`src/nearest_neighbor_image_scaler_defines.svh`:
```
// Assertion macros for the nearest neighbour image scaler.
// Included by the modules that carry concurrent checks; depends on nothing else.
`ifndef NEAREST_NEIGHBOR_IMAGE_SCALER_DEFINES_SVH
`define NEAREST_NEIGHBOR_IMAGE_SCALER_DEFINES_SVH
`ifndef SYNTH
// same-cycle implication
`define NNS_ASSERT_IMPLY(label, clk, rst, ante, cons) \
   label: assert property (@(posedge clk) disable iff (rst) (ante) |-> (cons)) \
      else $error("nns: same-cycle check failed");
// next-cycle implication
`define NNS_ASSERT_NEXT(label, clk, rst, ante, cons) \
   label: assert property (@(posedge clk) disable iff (rst) (ante) |=> (cons)) \
      else $error("nns: next-cycle check failed");
`else
`define NNS_ASSERT_IMPLY(label, clk, rst, ante, cons)
`define NNS_ASSERT_NEXT(label, clk, rst, ante, cons)
`endif
`endif

```
`src/nns_pkg.sv`:
```
// Shared types and codes of the nearest neighbour image scaler.
// No dependencies; imported by every module of the block.
package nns_pkg;

   // item opcodes
   typedef enum logic {
      OP_LOAD = 1'b0,
      OP_CELL = 1'b1
   } nns_opcode_type;

   // configuration register indexes
   localparam logic [2:0] REG_IMAGE_WIDTH  = 3'd0;
   localparam logic [2:0] REG_IMAGE_HEIGHT = 3'd1;
   localparam logic [2:0] REG_PANE_WIDTH   = 3'd2;
   localparam logic [2:0] REG_PANE_HEIGHT  = 3'd3;
   localparam logic [2:0] REG_SCALE_Q16    = 3'd4;
   localparam logic [2:0] REG_STEP_Q16     = 3'd5;
   localparam logic [2:0] REG_PAN_X        = 3'd6;
   localparam logic [2:0] REG_PAN_Y        = 3'd7;

   // configuration register file
   typedef struct packed {
      logic [8:0]  image_width;
      logic [8:0]  image_height;
      logic [10:0] pane_width;
      logic [10:0] pane_height;
      logic [23:0] scale_q16;
      logic [23:0] step_q16;
      logic [15:0] pan_x;
      logic [15:0] pan_y;
   } nns_cfg_type;

   // cell item travelling behind the address pipeline
   typedef struct packed {
      logic       valid;
      logic       hit;
      logic [9:0] cell_x;
      logic [9:0] cell_y;
   } nns_tag_type;

   // pixel store access request
   typedef struct packed {
      logic wr;
      logic rd;
   } nns_mem_ctl_type;

endpackage

```
`src/nns_blend.sv`:
```
// Alpha composite over black and result register of the scaler.
// Depends on nns_pkg; fed by nns_store.
module nns_blend (
   input  logic                 clock,
   input  logic                 reset,
   input  nns_pkg::nns_tag_type tag_in,
   input  logic [31:0]          pixel,
   output logic                 rsp_valid,
   output logic [9:0]           out_x,
   output logic [9:0]           out_y,
   output logic [7:0]           out_red,
   output logic [7:0]           out_green,
   output logic [7:0]           out_blue,
   output logic                 drawn
);
   import nns_pkg::*;

   // floor(x / 255), exact for x up to 65279
   function automatic logic [7:0] div255(input logic [15:0] x);
      logic [16:0] t;
      logic [16:0] s;
      t = 17'(x) + 17'd1;
      s = t + (t >> 8);
      return 8'(s >> 8);
   endfunction

   nns_tag_type tag_ff;
   logic [15:0] red_ff, red_in;
   logic [15:0] green_ff, green_in;
   logic [15:0] blue_ff, blue_in;
   logic        valid_ff;
   logic [9:0]  x_ff;
   logic [9:0]  y_ff;
   logic [7:0]  ored_ff, ored_in;
   logic [7:0]  ogreen_ff, ogreen_in;
   logic [7:0]  oblue_ff, oblue_in;
   logic        drawn_ff, drawn_in;

   // multiply each channel by alpha
   assign red_in   = 16'(pixel[7:0])   * 16'(pixel[31:24]);
   assign green_in = 16'(pixel[15:8])  * 16'(pixel[31:24]);
   assign blue_in  = 16'(pixel[23:16]) * 16'(pixel[31:24]);

   // divide by full alpha; drop colour on an undrawn cell
   assign drawn_in  = tag_ff.valid && tag_ff.hit;
   assign ored_in   = tag_ff.hit ? div255(red_ff) : 8'd0;
   assign ogreen_in = tag_ff.hit ? div255(green_ff) : 8'd0;
   assign oblue_in  = tag_ff.hit ? div255(blue_ff) : 8'd0;

   always_ff @(posedge clock) begin
      tag_ff    <= tag_in;
      red_ff    <= red_in;
      green_ff  <= green_in;
      blue_ff   <= blue_in;
      valid_ff  <= tag_ff.valid;
      x_ff      <= tag_ff.cell_x;
      y_ff      <= tag_ff.cell_y;
      ored_ff   <= ored_in;
      ogreen_ff <= ogreen_in;
      oblue_ff  <= oblue_in;
      drawn_ff  <= drawn_in;
      if (reset) begin
         tag_ff.valid <= 1'b0;
         valid_ff     <= 1'b0;
         drawn_ff     <= 1'b0;
      end
   end

   assign rsp_valid = valid_ff;
   assign out_x     = x_ff;
   assign out_y     = y_ff;
   assign out_red   = ored_ff;
   assign out_green = ogreen_ff;
   assign out_blue  = oblue_ff;
   assign drawn     = drawn_ff;

endmodule

```
`config.mk`:
```
export PLATFORM = sky130hd
export DESIGN_NAME = nns_blend
export DESIGN_NICKNAME = d
export VERILOG_FILES = /design/src/nearest_neighbor_image_scaler_defines.svh /design/src/nns_pkg.sv /design/src/nns_blend.sv
export SDC_FILE = /design/constraint.sdc
export NUM_CORES = 1
export LEC_CHECK = 0
export BUFFER_PORTS_ARGS = -buffer_cell sky130_fd_sc_hd__buf_2
export CAP_MARGIN = 10
export CORE_MARGIN = 2
export CORE_UTILIZATION = 40
export DETAILED_ROUTE_END_ITERATION = 12
export SLEW_MARGIN = 25
export SYNTH_ARGS = -nofsm -noshare
export SYNTH_HDL_FRONTEND = slang
export SYNTH_SLANG_ARGS = --single-unit
```
`constraint.sdc`:
```
create_clock -name clock -period 8.05 [get_ports clock]
set_input_delay 1.61 -clock clock [delete_from_list [all_inputs] [get_ports clock]]
set_output_delay 1.61 -clock clock [all_outputs]
set_load 0.05 [all_outputs]
```
==> results.sh <==
export IMPL_crit_path_top_delay_cell="a2111oi_0"
export IMPL_numClockSinks=116
export IMPL_cts_repair_resize_count=0
export IMPL_cts_root_buf="clkbuf_16"
export IMPL_post_place_ws_ns=1.71
export IMPL_n_antenna_cell=0
export IMPL_route_final_wire_length_um=19800
export IMPL_final_design_area_no_fill_um2=11900
export IMPL_ys_warn_count=0
export IMPL_cts_hold_buf=0
export IMPL_multi_input_gate_area_um2=7390
export IMPL_grt_start_max_net_pins=25
export IMPL_drv_cap=0
export IMPL_place_detailed_hpwl_um=16100
export IMPL_grt_antenna_before_repair=0
export IMPL_synth_async_sr_flop_share_pct=0
export IMPL_r2r_start="blue_ff[1]"
export IMPL_syn_area_um2=10500
export IMPL_drt_drc_violations_left=0
export IMPL_final_net_count=1523
export IMPL_p_leak_nw=5.88
export IMPL_holdWs_ns=0.325
export IMPL_clock_insertion_delay_worst_skew_ns=0.41
export IMPL_filler_cell_count=2519
export IMPL_synthesis_area_per_instance_um2=9.32
export IMPL_globalRouteTotalUtil_pct=15.3
export IMPL_cts_tree="done"
export IMPL_dieArea_um2=27400
export IMPL_routed_wire_per_std_cell_um=12.6
export IMPL_power_switching_fraction_pct=41.8
export IMPL_p_clk_share_pct=23.5
export IMPL_crit_path_cell_trace="buf_2 > nand2_1 > fa_1 > fa_1 > inv_1 > fa_1 > inv_1 > fa_1 > inv_1 > ha_1 > o21a_1 > o31a_1 > o211ai_1 > a21oi_1 > a2111oi_0 > a21oi_1 > xnor2_1"
export IMPL_min_delay_worst_endpoint="out_y[7]"
export IMPL_dominantRegCellSynth="dfxtp_1"
export IMPL_row_count=59
export IMPL_timing_critical_path_to_type="flop"
export IMPL_cts_root_to_sink_buffers=2
export IMPL_synth_top_area_share_pct=22.2
export IMPL_dpl_instance_area_um2=11300
export IMPL_grt_first_pass_wirelength_um=34800
export IMPL_yosysMostFrequentCell="inv_1"
export IMPL_worstHoldStart="tag_ff[7]"
export IMPL_worst_ep_arrival_time_ns=6.25
export IMPL_worst_path_dominant_cell_family="adder cells"
export IMPL_start_kind="input port"
export IMPL_synth_enable_flop_cells=0
export IMPL_global_route_overflow_total=0
export IMPL_netlist_top_cells_count="inv_1 (177), and2_1 (161), ha_1 (135)"
export IMPL_final_hold_violation_count=0
export IMPL_worst_slew_pin_transition_ns=0.855
export IMPL_post_cts_setup_buffers=0
export IMPL_outcome="completed"
export IMPL_regToRegEndpoint="out_blue[7]"
export IMPL_seq_area_frac_synth_pct=22.2
export IMPL_hold_crit_path_type="flop to flop"
export IMPL_sequential_cell_area_um2=2320
export IMPL_worst_path_buf_inv=4
export IMPL_final_core_util_pct=46.2
export IMPL_yosys_register_bits=116
export IMPL_timing_critical_path_fanout_max=24
export IMPL_path_clk_slew_ns=0.06
export IMPL_drt_first_iter_violations=238
export IMPL_grt_pass1_vias=7454
export IMPL_place_inst=1540
export IMPL_timing_reg2reg_setup_slack_ns=4.47
export IMPL_netlist_top_cell_by_area="dfxtp_1"
export IMPL_max_slew_headroom_pct=41.6
export IMPL_pwr_share_comb_pct=51.7
export IMPL_area_growth_pct=14.3
export IMPL_detailroute_via_count=7477
export IMPL_post_synth_inst_count=1122
export IMPL_max_stage_delay_ns=0.63
export IMPL_critPathRequiredTime_ns=8.34
export IMPL_part_of_the_cycle_the_worst_path_needs_pct=74.0
export IMPL_drt_antenna_violating_nets=0
export IMPL_maxSlewViolCount=0
export IMPL_grt_setup_unrepaired="no"
export IMPL_port_buffers=101
export IMPL_numCtsBuffers=17
export IMPL_fp_dieH_um=166
export IMPL_place_gp_congestion=0.832
export IMPL_floorplan_io_pins=102
export IMPL_mappedNetlistNets=1421
export IMPL_path_class="input port to flop"
export IMPL_initial_core_util_pct=40.5
export IMPL_post_layout_nonfiller_instances=1572
export IMPL_tns_ns=0
export IMPL_cp_common_cell="fa_1"
export IMPL_power_internal_mw=2.02
export IMPL_p_switching_mw=1.45
export IMPL_fin_worst_skew_ns=0.00933
export IMPL_setup_ws_ns=2.10
export IMPL_power_density_nw_per_um2=290
export IMPL_r2r_cells=14
export IMPL_width_of_the_die_um=166
export IMPL_avgViaCountPerCell=4.76
export IMPL_drive_above_1_share_pct=12.0
export IMPL_yosys_top_cells_area="dfxtp_1 (22%), fa_1 (21%), ha_1 (16%)"
export IMPL_period_minus_ws_final_ns=5.95
export IMPL_synth_unique_cells=53
export IMPL_worst_hold_path_num_cells=0
export IMPL_drt_pass1_iterations=4
export IMPL_final_setup_viol_count=0
export IMPL_maxClockFrequency_mhz=168
export IMPL_floorplan_core_area_um2=25800
export IMPL_htreeDepth=4
export IMPL_vdd_ir_drop_worst_mv=0.146
export IMPL_design_power_total_mw=3.47
export IMPL_power_frac_seq_pct=24.8
-- layout make-up --
cell class	instances	share of cell area, %
sequential	116	19.4
multi-input combinational	811	61.9
clock buffer	19	3.71
inverter	177	5.56
clock inverter	13	1.65
tap	335	3.51
timing repair buffer	101	4.23
-- cell families (layout without fill, tap and decap cells) --
kind of cell,after synthesis,count (layout),synth area share [%]
adders and majority gates,243,243,36.8
AOI/OAI and AO/OA,95,95,5.82
and+or+nand+nor,390,390,20.9
buffers and inverters,195,310,7.06
xor gates and xnor gates,83,83,7.13
DFF,116,116,22.2
-- flip-flops by register name (all words and copies together), names as in the netlist --
name,flops
out_blue,8
out_green,8
out_y,10
blue_ff,16
tag_ff,22
out_red,8
red_ff,16
rsp_valid,1
green_ff,16
out_x,10
drawn,1
-- cell usage in the layout, fill, tap and decap left out, types with 4 or more instances in the layout --
| cell type | instances |
|---|---|
| or3_1 | 4 |
| clkinv_4 | 5 |
| and2_1 | 161 |
| fa_1 | 108 |
| nand4_1 | 6 |
| ha_1 | 135 |
| buf_2 | 101 |
| or4_1 | 4 |
| bufinv_16 | 4 |
| clkbuf_16 | 17 |
| xor2_1 | 26 |
| nor2b_1 | 10 |
| inv_1 | 177 |
| nor4_1 | 5 |
| a21oi_1 | 37 |
| a21o_1 | 5 |
| xnor2_1 | 56 |
| and3_1 | 7 |
| nor2_1 | 47 |
| nand3_1 | 27 |
| nand2_1 | 70 |
| o21ai_0 | 19 |
| nand2b_1 | 7 |
| o21a_1 | 8 |
| nor3_1 | 21 |
| dfxtp_1 | 116 |
-- layer usage --
metal / routed length [µm] / track usage, % / vias to the layer above
met5: 0 / 0 / -
met4: 195 / 3.55 / 0
met3: 592 / 2.92 / 12
met2: 9530 / 25.5 / 102
met1: 9520 / 20.6 / 3574
li1: - / - / 3789
-- worst max path at each step --
stage                  endpoint       from  depth (start not counted)
floorplan           blue_ff[15]  pixel[31]                         17
global placement    blue_ff[15]  pixel[31]                         17
detailed placement  blue_ff[15]  pixel[31]                         17
CTS                 blue_ff[15]  pixel[31]                         17
global route        blue_ff[15]  pixel[31]                         17
finish              blue_ff[15]  pixel[31]                         17
-- power groups by stage --
stage	combinational, mW	sequential [mW]	clock (mW)
6_report	1.79	0.861	0.814
5_1_grt	2.07	0.881	0.871
4_1_cts	1.82	0.862	0.840
3_5_place_dp	1.80	0.874	0
3_3_place_gp	1.79	0.871	0
2_1_floorplan	1.30	1.01	0
Note: power is estimated with default switching activity, not from simulation.
