### config.mk
export PLATFORM = sky130hd
export DESIGN_NAME = nns_addr
export DESIGN_NICKNAME = d
export VERILOG_FILES = /design/src/nearest_neighbor_image_scaler_defines.svh /design/src/nns_pkg.sv /design/src/nns_addr.sv
export SDC_FILE = /design/constraint.sdc
export NUM_CORES = 2
export LEC_CHECK = 0
export ABC_AREA = 1
export ABC_CLOCK_PERIOD_IN_PS = 19600
export BUFFER_PORTS_ARGS = -buffer_cell sky130_fd_sc_hd__buf_2
export CORE_MARGIN = 1
export CORE_UTILIZATION = 50
export CTS_BUF_LIST = sky130_fd_sc_hd__clkbuf_8
export DETAILED_ROUTE_END_ITERATION = 12
export HOLD_SLACK_MARGIN = 0.1
export PLACE_DENSITY = 0.74
export SYNTH_ARGS = -nofsm -noshare
export SYNTH_HDL_FRONTEND = slang
export SYNTH_SLANG_ARGS = --single-unit
### constraint.sdc
create_clock -name clock -period 19.6 [get_ports clock]
set_input_delay 3.92 -clock clock [delete_from_list [all_inputs] [get_ports clock]]
set_output_delay 3.92 -clock clock [all_outputs]
set_load 0.02 [all_outputs]
### src/nearest_neighbor_image_scaler_defines.svh
// Assertion macros for the nearest neighbour image scaler.
// Included by the modules that carry concurrent checks; depends on nothing else.
`ifndef NEAREST_NEIGHBOR_IMAGE_SCALER_DEFINES_SVH
`define NEAREST_NEIGHBOR_IMAGE_SCALER_DEFINES_SVH
`ifndef SYNTH
// same-cycle implication
`define NNS_ASSERT_IMPLY(label, clk, rst, ante, cons) \
   label: assert property (@(posedge clk) disable iff (rst) (ante) |-> (cons)) \
      else $error("nns: same-cycle check failed");
// next-cycle implication
`define NNS_ASSERT_NEXT(label, clk, rst, ante, cons) \
   label: assert property (@(posedge clk) disable iff (rst) (ante) |=> (cons)) \
      else $error("nns: next-cycle check failed");
`else
`define NNS_ASSERT_IMPLY(label, clk, rst, ante, cons)
`define NNS_ASSERT_NEXT(label, clk, rst, ante, cons)
`endif
`endif

### src/nns_pkg.sv
// Shared types and codes of the nearest neighbour image scaler.
// No dependencies; imported by every module of the block.
package nns_pkg;

   // item opcodes
   typedef enum logic {
      OP_LOAD = 1'b0,
      OP_CELL = 1'b1
   } nns_opcode_type;

   // configuration register indexes
   localparam logic [2:0] REG_IMAGE_WIDTH  = 3'd0;
   localparam logic [2:0] REG_IMAGE_HEIGHT = 3'd1;
   localparam logic [2:0] REG_PANE_WIDTH   = 3'd2;
   localparam logic [2:0] REG_PANE_HEIGHT  = 3'd3;
   localparam logic [2:0] REG_SCALE_Q16    = 3'd4;
   localparam logic [2:0] REG_STEP_Q16     = 3'd5;
   localparam logic [2:0] REG_PAN_X        = 3'd6;
   localparam logic [2:0] REG_PAN_Y        = 3'd7;

   // configuration register file
   typedef struct packed {
      logic [8:0]  image_width;
      logic [8:0]  image_height;
      logic [10:0] pane_width;
      logic [10:0] pane_height;
      logic [23:0] scale_q16;
      logic [23:0] step_q16;
      logic [15:0] pan_x;
      logic [15:0] pan_y;
   } nns_cfg_type;

   // cell item travelling behind the address pipeline
   typedef struct packed {
      logic       valid;
      logic       hit;
      logic [9:0] cell_x;
      logic [9:0] cell_y;
   } nns_tag_type;

   // pixel store access request
   typedef struct packed {
      logic wr;
      logic rd;
   } nns_mem_ctl_type;

endpackage

### src/nns_addr.sv
// Address pipeline of the scaler: maps a pane cell to a pixel store index.
// Depends on nns_pkg; drives the store request of nns_store.
module nns_addr #(
   parameter  int unsigned MAX_PIXELS     = 65536,
   parameter  int unsigned CELL_ASPECT_Q8 = 512,
   parameter  int unsigned MAX_PANE       = 1024,
   localparam int unsigned AW             = $clog2(MAX_PIXELS)
) (
   input  logic                     clock,
   input  logic                     reset,
   input  logic                     in_valid,
   input  logic                     in_opcode,
   input  logic [15:0]              in_pixel_index,
   input  logic [31:0]              in_pixel_rgba,
   input  logic [9:0]               in_cell_x,
   input  logic [9:0]               in_cell_y,
   input  nns_pkg::nns_cfg_type     cfg,
   output nns_pkg::nns_mem_ctl_type mem_ctl,
   output logic [AW-1:0]            mem_addr,
   output logic [31:0]              mem_wdata,
   output nns_pkg::nns_tag_type     tag
);
   import nns_pkg::*;

   localparam int unsigned NSTAGE = 10;
   // reciprocal of the cell aspect: exact floor division for a 25-bit dividend
   localparam int unsigned AL  = $clog2(CELL_ASPECT_Q8);
   localparam int unsigned DK  = 25 + AL;
   localparam longint unsigned DM =
      ((64'd1 << DK) + 64'(CELL_ASPECT_Q8) - 64'd1) / 64'(CELL_ASPECT_Q8);
   localparam logic [26:0] DM_V = 27'(DM);
   localparam logic signed [11:0] ASPECT_V = 12'(CELL_ASPECT_Q8);

   typedef struct packed {
      logic        valid;
      logic        is_cell;
      logic        bad;
      logic [9:0]  cx;
      logic [9:0]  cy;
      logic [15:0] pidx;
      logic [31:0] rgba;
   } item_type;

   function automatic logic [10:0] sat_pane(input logic [10:0] p);
      if ({2'b00, p} > 13'(MAX_PANE)) begin
         return 11'(MAX_PANE);
      end
      return p;
   endfunction

   item_type item_ff [1:NSTAGE];
   item_type item_in [1:NSTAGE];

   logic [10:0] pw;
   logic [10:0] ph;
   logic        disabled;

   logic [32:0] prod_w_ff, prod_w_in;
   logic [32:0] prod_h_ff, prod_h_in;
   logic [16:0] cw_ff, cw_in;
   logic [51:0] hm_ff, hm_in;
   logic [16:0] ch_ff, ch_in;
   logic [9:0]  basex_ff, basex_in;
   logic [9:0]  basey_ff, basey_in;
   logic signed [17:0] dx_ff, dx_in;
   logic signed [17:0] dy_ff, dy_in;
   logic signed [42:0] px_ff, px_in;
   logic signed [29:0] dya_ff, dya_in;
   logic signed [54:0] py_ff, py_in;
   logic [8:0]  ix6_ff, ix6_in;
   logic [8:0]  ix7_ff;
   logic [8:0]  ix8_ff;
   logic [8:0]  ix9_ff;
   logic [8:0]  iy_ff, iy_in;
   logic [17:0] row_ff, row_in;
   logic [18:0] idx_ff, idx_in;
   logic        ix_ok;
   logic        iy_ok;
   logic        idx_ok;
   logic        load_ok;
   logic [16:0] wsum;
   logic [16:0] hsum;
   logic [16:0] xsum;
   logic [16:0] ysum;

   // saturated pane and drawing enable
   assign pw       = sat_pane(cfg.pane_width);
   assign ph       = sat_pane(cfg.pane_height);
   assign disabled = (cfg.image_width == 9'd0) || (cfg.image_height == 9'd0) ||
                     (cfg.scale_q16 == 24'd0);

   // stage 1: take the item, scale the image size
   always_comb begin
      item_in[1].valid   = in_valid;
      item_in[1].is_cell = (in_opcode == OP_CELL);
      item_in[1].bad     = disabled || ({1'b0, in_cell_x} >= pw) || ({1'b0, in_cell_y} >= ph);
      item_in[1].cx      = in_cell_x;
      item_in[1].cy      = in_cell_y;
      item_in[1].pidx    = in_pixel_index;
      item_in[1].rgba    = in_pixel_rgba;
      prod_w_in = 33'(cfg.image_width) * 33'(cfg.scale_q16);
      prod_h_in = 33'(cfg.image_height) * 33'(cfg.scale_q16);
   end

   // stage 2: content width, height divided by the cell aspect
   always_comb begin
      wsum  = prod_w_ff[32:16];
      cw_in = (wsum == 17'd0) ? 17'd1 : wsum;
      hm_in = 52'(prod_h_ff[32:8]) * 52'(DM_V);
   end

   // stage 3: content height, horizontal centring
   always_comb begin
      hsum     = hm_ff[DK+16:DK];
      ch_in    = (hsum == 17'd0) ? 17'd1 : hsum;
      xsum     = {6'd0, pw} - cw_ff;
      basex_in = ({6'd0, pw} > cw_ff) ? 10'(xsum >> 1) : 10'd0;
   end

   // stage 4: vertical centring, column distance from the origin
   always_comb begin
      ysum     = {6'd0, ph} - ch_ff;
      basey_in = ({6'd0, ph} > ch_ff) ? 10'(ysum >> 1) : 10'd0;
      dx_in    = $signed(18'(item_ff[3].cx) + 18'(cfg.pan_x) - 18'(basex_ff));
   end

   // stage 5: row distance, column times step
   always_comb begin
      dy_in = $signed(18'(item_ff[4].cy) + 18'(cfg.pan_y) - 18'(basey_ff));
      px_in = 43'(dx_ff) * 43'($signed({1'b0, cfg.step_q16}));
   end

   // stage 6: source column, truncated toward zero; row times aspect
   always_comb begin
      ix_ok  = 1'b0;
      ix6_in = 9'd0;
      if (!px_ff[42]) begin
         ix_ok  = (px_ff[42:16] < 27'(cfg.image_width));
         ix6_in = 9'(px_ff[42:16]);
      end else if ((&px_ff[42:16]) && (|px_ff[15:0])) begin
         ix_ok = (cfg.image_width != 9'd0);
      end
      dya_in = 30'(dy_ff) * 30'(ASPECT_V);
   end

   // stage 7: row times step
   assign py_in = 55'(dya_ff) * 55'($signed({1'b0, cfg.step_q16}));

   // stage 8: source row, truncated toward zero
   always_comb begin
      iy_ok = 1'b0;
      iy_in = 9'd0;
      if (!py_ff[54]) begin
         iy_ok = (py_ff[54:24] < 31'(cfg.image_height));
         iy_in = 9'(py_ff[54:24]);
      end else if ((&py_ff[54:24]) && (|py_ff[23:0])) begin
         iy_ok = (cfg.image_height != 9'd0);
      end
   end

   // stages 9 and 10: row-major index and store bound
   assign row_in = 18'(iy_ff) * 18'(cfg.image_width);
   assign idx_in = 19'(row_ff) + 19'(ix9_ff);
   assign idx_ok = (21'(idx_in) < 21'(MAX_PIXELS));

   // carry items down the pipe, folding in each range check
   always_comb begin
      for (int s = 2; s <= NSTAGE; s++) begin
         item_in[s] = item_ff[s-1];
      end
      item_in[6].bad  = item_ff[5].bad || !ix_ok;
      item_in[8].bad  = item_ff[7].bad || !iy_ok;
      item_in[10].bad = item_ff[9].bad || !idx_ok;
   end

   always_ff @(posedge clock) begin
      item_ff   <= item_in;
      prod_w_ff <= prod_w_in;
      prod_h_ff <= prod_h_in;
      cw_ff     <= cw_in;
      hm_ff     <= hm_in;
      ch_ff     <= ch_in;
      basex_ff  <= basex_in;
      basey_ff  <= basey_in;
      dx_ff     <= dx_in;
      dy_ff     <= dy_in;
      px_ff     <= px_in;
      dya_ff    <= dya_in;
      py_ff     <= py_in;
      ix6_ff    <= ix6_in;
      ix7_ff    <= ix6_ff;
      ix8_ff    <= ix7_ff;
      ix9_ff    <= ix8_ff;
      iy_ff     <= iy_in;
      row_ff    <= row_in;
      idx_ff    <= idx_in;
      if (reset) begin
         for (int s = 1; s <= NSTAGE; s++) begin
            item_ff[s].valid <= 1'b0;
         end
      end
   end

   // issue the store access: load writes and cell reads share one port
   assign load_ok    = (21'(item_ff[NSTAGE].pidx) < 21'(MAX_PIXELS));
   assign mem_ctl.wr = item_ff[NSTAGE].valid && !item_ff[NSTAGE].is_cell && load_ok;
   assign mem_ctl.rd = item_ff[NSTAGE].valid && item_ff[NSTAGE].is_cell && !item_ff[NSTAGE].bad;
   assign mem_addr   = item_ff[NSTAGE].is_cell ? AW'(idx_ff) : AW'(item_ff[NSTAGE].pidx);
   assign mem_wdata  = item_ff[NSTAGE].rgba;
   assign tag.valid  = item_ff[NSTAGE].valid && item_ff[NSTAGE].is_cell;
   assign tag.hit    = !item_ff[NSTAGE].bad;
   assign tag.cell_x = item_ff[NSTAGE].cx;
   assign tag.cell_y = item_ff[NSTAGE].cy;

endmodule

==> metrics.txt <==
status completed; post-route setup TNS 0 ns; initial antenna violation count 22; CTS Sinks 1031; Max Cap Violations 0; CTS max path bufs 3; Starting Density 50.6%; Area Growth Syn to Fin 7.79%; CTS buffer count 154; global routing usage on met2 44.2%; most frequent cells in the layout inv_1 (2277), nand2_1 (2200), fa_1 (1085); first drt pass iteration count 8; xor-xnor portion of the synthesized cell area 1.31%; Synth Area in Adders 38.3%; H-tree Lvls 4; critical path type in2reg; synth unique cells 51; Starting DRT DRC Count 3769; clk_lat worst skew 0.87 ns; Post-Syn Area 0.0741 mm2; Post-synth EDFFs 0; die height 387 um; number of global-route vias before repair 57900; simple logic cell fraction of the synthesized area 15.9%; post-synthesis mux area share 0%; RSZ-0062 raised after global routing no; routability cong. 0.954; Post-DRT Antenna Nets 0; CTS tree yes; syn_area_per_cell 8.47 um2; gr usage total 25.7%; Worst-path clk slew 0.06 ns; post-CTS setup buffer count 0; Tightest Pin Transition 1.34 ns; CP Max Fanout 35; Core Box Area 0.146 mm2; total routed wirelength 186 mm; fraction of registers with async set/reset 0%; Synth Instances 8750; vias per cell 4.99; CTS Root Buffer Type clkbuf_8; DR vias 54200; Max Fclk 0.109 GHz; main combinational cell family by area after synthesis adder cells; synthesized net count 10600; first-pass GRT wire length 304 mm; Synth Area in Compound Gates 3.09%; # DRC 0; GRT overflow 0; fin. max-slew vios 0; number of synthesized register bits 1031; WP data required 20.29 ns; routed len/inst 17.1 um; slew margin rel. 10.4%; FP Rows 140; Arr. time, crit path 9.83 ns; Worst setup EP type register; leading cell type in the layout, fill and taps excluded inv_1; post-synthesis sequential area ratio 27.9%; Die X-Extent 387 um; GRT busiest layer met2; Hold Buf Count CTS 0; largest net degree at the start of global routing 37; period utilization 46.7%; number of I/O pins 264; Final Hold Viols 0; Critical Path Source Type input port; post-CTS sizing 0; fin nets 10600; Main synth FF type dfxtp_1; Post-DP HPWL 147 mm; Setup-failing EPs final 0; met3 Usage GRT 5.37%; Ys Warns 0; share of cells above drive strength 1 6.36%; Period minus WS final 9.14 ns; port buffer count 263; die area 0.150 mm2; met1 usage 31.0%; min-delay worst type reg2reg; Final Skew 0.0454 ns
[layer usage]
| metal | part of all wire, % | up-vias |
|---|---|---|
| met4 | 4.2 | 10 |
| met5 | 0.041 | - |
| li1 | - | 25400 |
| met2 | 49 | 2044 |
| met3 | 7.6 | 480 |
| met1 | 39 | 26300 |
[worst max-delay path, stage by stage]
cell	delay [ns]
buf_2	0.65
nand2_1	0.19
fa_1	0.60
inv_1	0.06
fa_1	0.54
inv_1	0.05
fa_1	0.49
inv_1	0.05
fa_1	0.48
fa_1	0.48
inv_1	0.05
fa_1	0.50
inv_1	0.05
ha_1	0.37
nand2_1	0.12
inv_1	0.08
nand2_1	0.07
inv_1	0.08
nand2_1	0.11
inv_1	0.10
nand4_1	0.12
nand3_1	0.20
xor2_1	0.41
[sequential cells by signal, summed over array words and instances (netlist names), 16 cells and up]
name	flops
hm_ff	16
py_ff	43
prod_h_ff	16
tag	20
mem_wdata	32
idx_ff	16
dx_ff	18
ch_ff	16
prod_w_ff	17
item_ff	658
dy_ff	18
row_ff	18
dya_ff	18
px_ff	43
cw_ff	17
[worst paths after layout]
kind / from / end / slack (ns) / cells after the start
worst min-delay path: item_ff[648] / item_ff[577] / 0.29 / 0
worst min register to register: item_ff[648] / item_ff[577] / 0.29 / 0
worst max register to register: dx_ff[17] / px_ff[22] / 12.63 / 18
worst max-delay path: cfg[46] / px_ff[22] / 10.46 / 23
[final cells by class]
type / count / area [um2]
Inverter: 2237 / 8400
Clock buffer: 184 / 2530
Multi-Input combinational cell: 5104 / 43400
Timing Repair Buffer: 293 / 1540
Tap cell: 1917 / 2400
Clock inverter: 95 / 917
Fill cell: 13200 / 66400
Sequential cell: 1031 / 20600
Antenna cell: 7 / 17.5
[synth_stat cells (2+ instances only)]
cell / instances / share of area [%]
nor4_1: 30 / 0.25
and3_1: 3 / 0.025
buf_2: 5 / 0.034
o21bai_1: 19 / 0.19
buf_4: 54 / 0.55
nor2_2: 5 / 0.042
a31oi_1: 8 / 0.068
nand2_1: 2200 / 11
ha_1: 529 / 8.9
nand2_2: 7 / 0.059
a21o_1: 17 / 0.17
fa_1: 1085 / 29
a211oi_1: 2 / 0.020
inv_1: 2235 / 11
dfxtp_1: 1031 / 28
or2_1: 2 / 0.017
a21oi_1: 222 / 1.5
o21ai_2: 6 / 0.071
a21boi_1: 5 / 0.051
nor3_1: 37 / 0.25
xor2_1: 73 / 0.86
clkbuf_1: 297 / 1.5
or2_2: 7 / 0.059
nand3b_1: 11 / 0.11
nand3_2: 6 / 0.081
nand3_1: 186 / 1.3
nor2_1: 406 / 2.1
o31ai_1: 3 / 0.030
o21ai_1: 7 / 0.047
xnor2_1: 38 / 0.45
o21ai_0: 102 / 0.69
o21a_1: 12 / 0.12
o211ai_1: 4 / 0.041
buf_1: 21 / 0.11
nand4_1: 59 / 0.50
[kinds of logic (layout without fill, tap and decap cells)]
family | after synthesis | in the layout
other cells | 0 | 7
xor+xnor | 111 | 111
flops | 1031 | 1031
buf+inv | 2615 | 2809
simple gates | 2965 | 2965
compound gates | 414 | 414
fa+ha+maj | 1614 | 1614
[through the flow]
stage	hold slack, ns	cells	utilization [%]	worst slack (ns)	area, um2
after detailed placement	0.312	10600	52.2	9.85	76400
after global routing	0.296	10900	54.6	10.32	79800
after floorplan	0.310	8750	-	10.61	74100
after CTS	0.285	10900	54.6	10.76	79800
after global placement	0.310	10600	52.2	9.83	76400
final	0.291	10900	54.6	10.46	79800
Power is left out: the tool's default activity adds up to more than one toggle a clock period on the data nets, which glitch-free logic cannot reach.
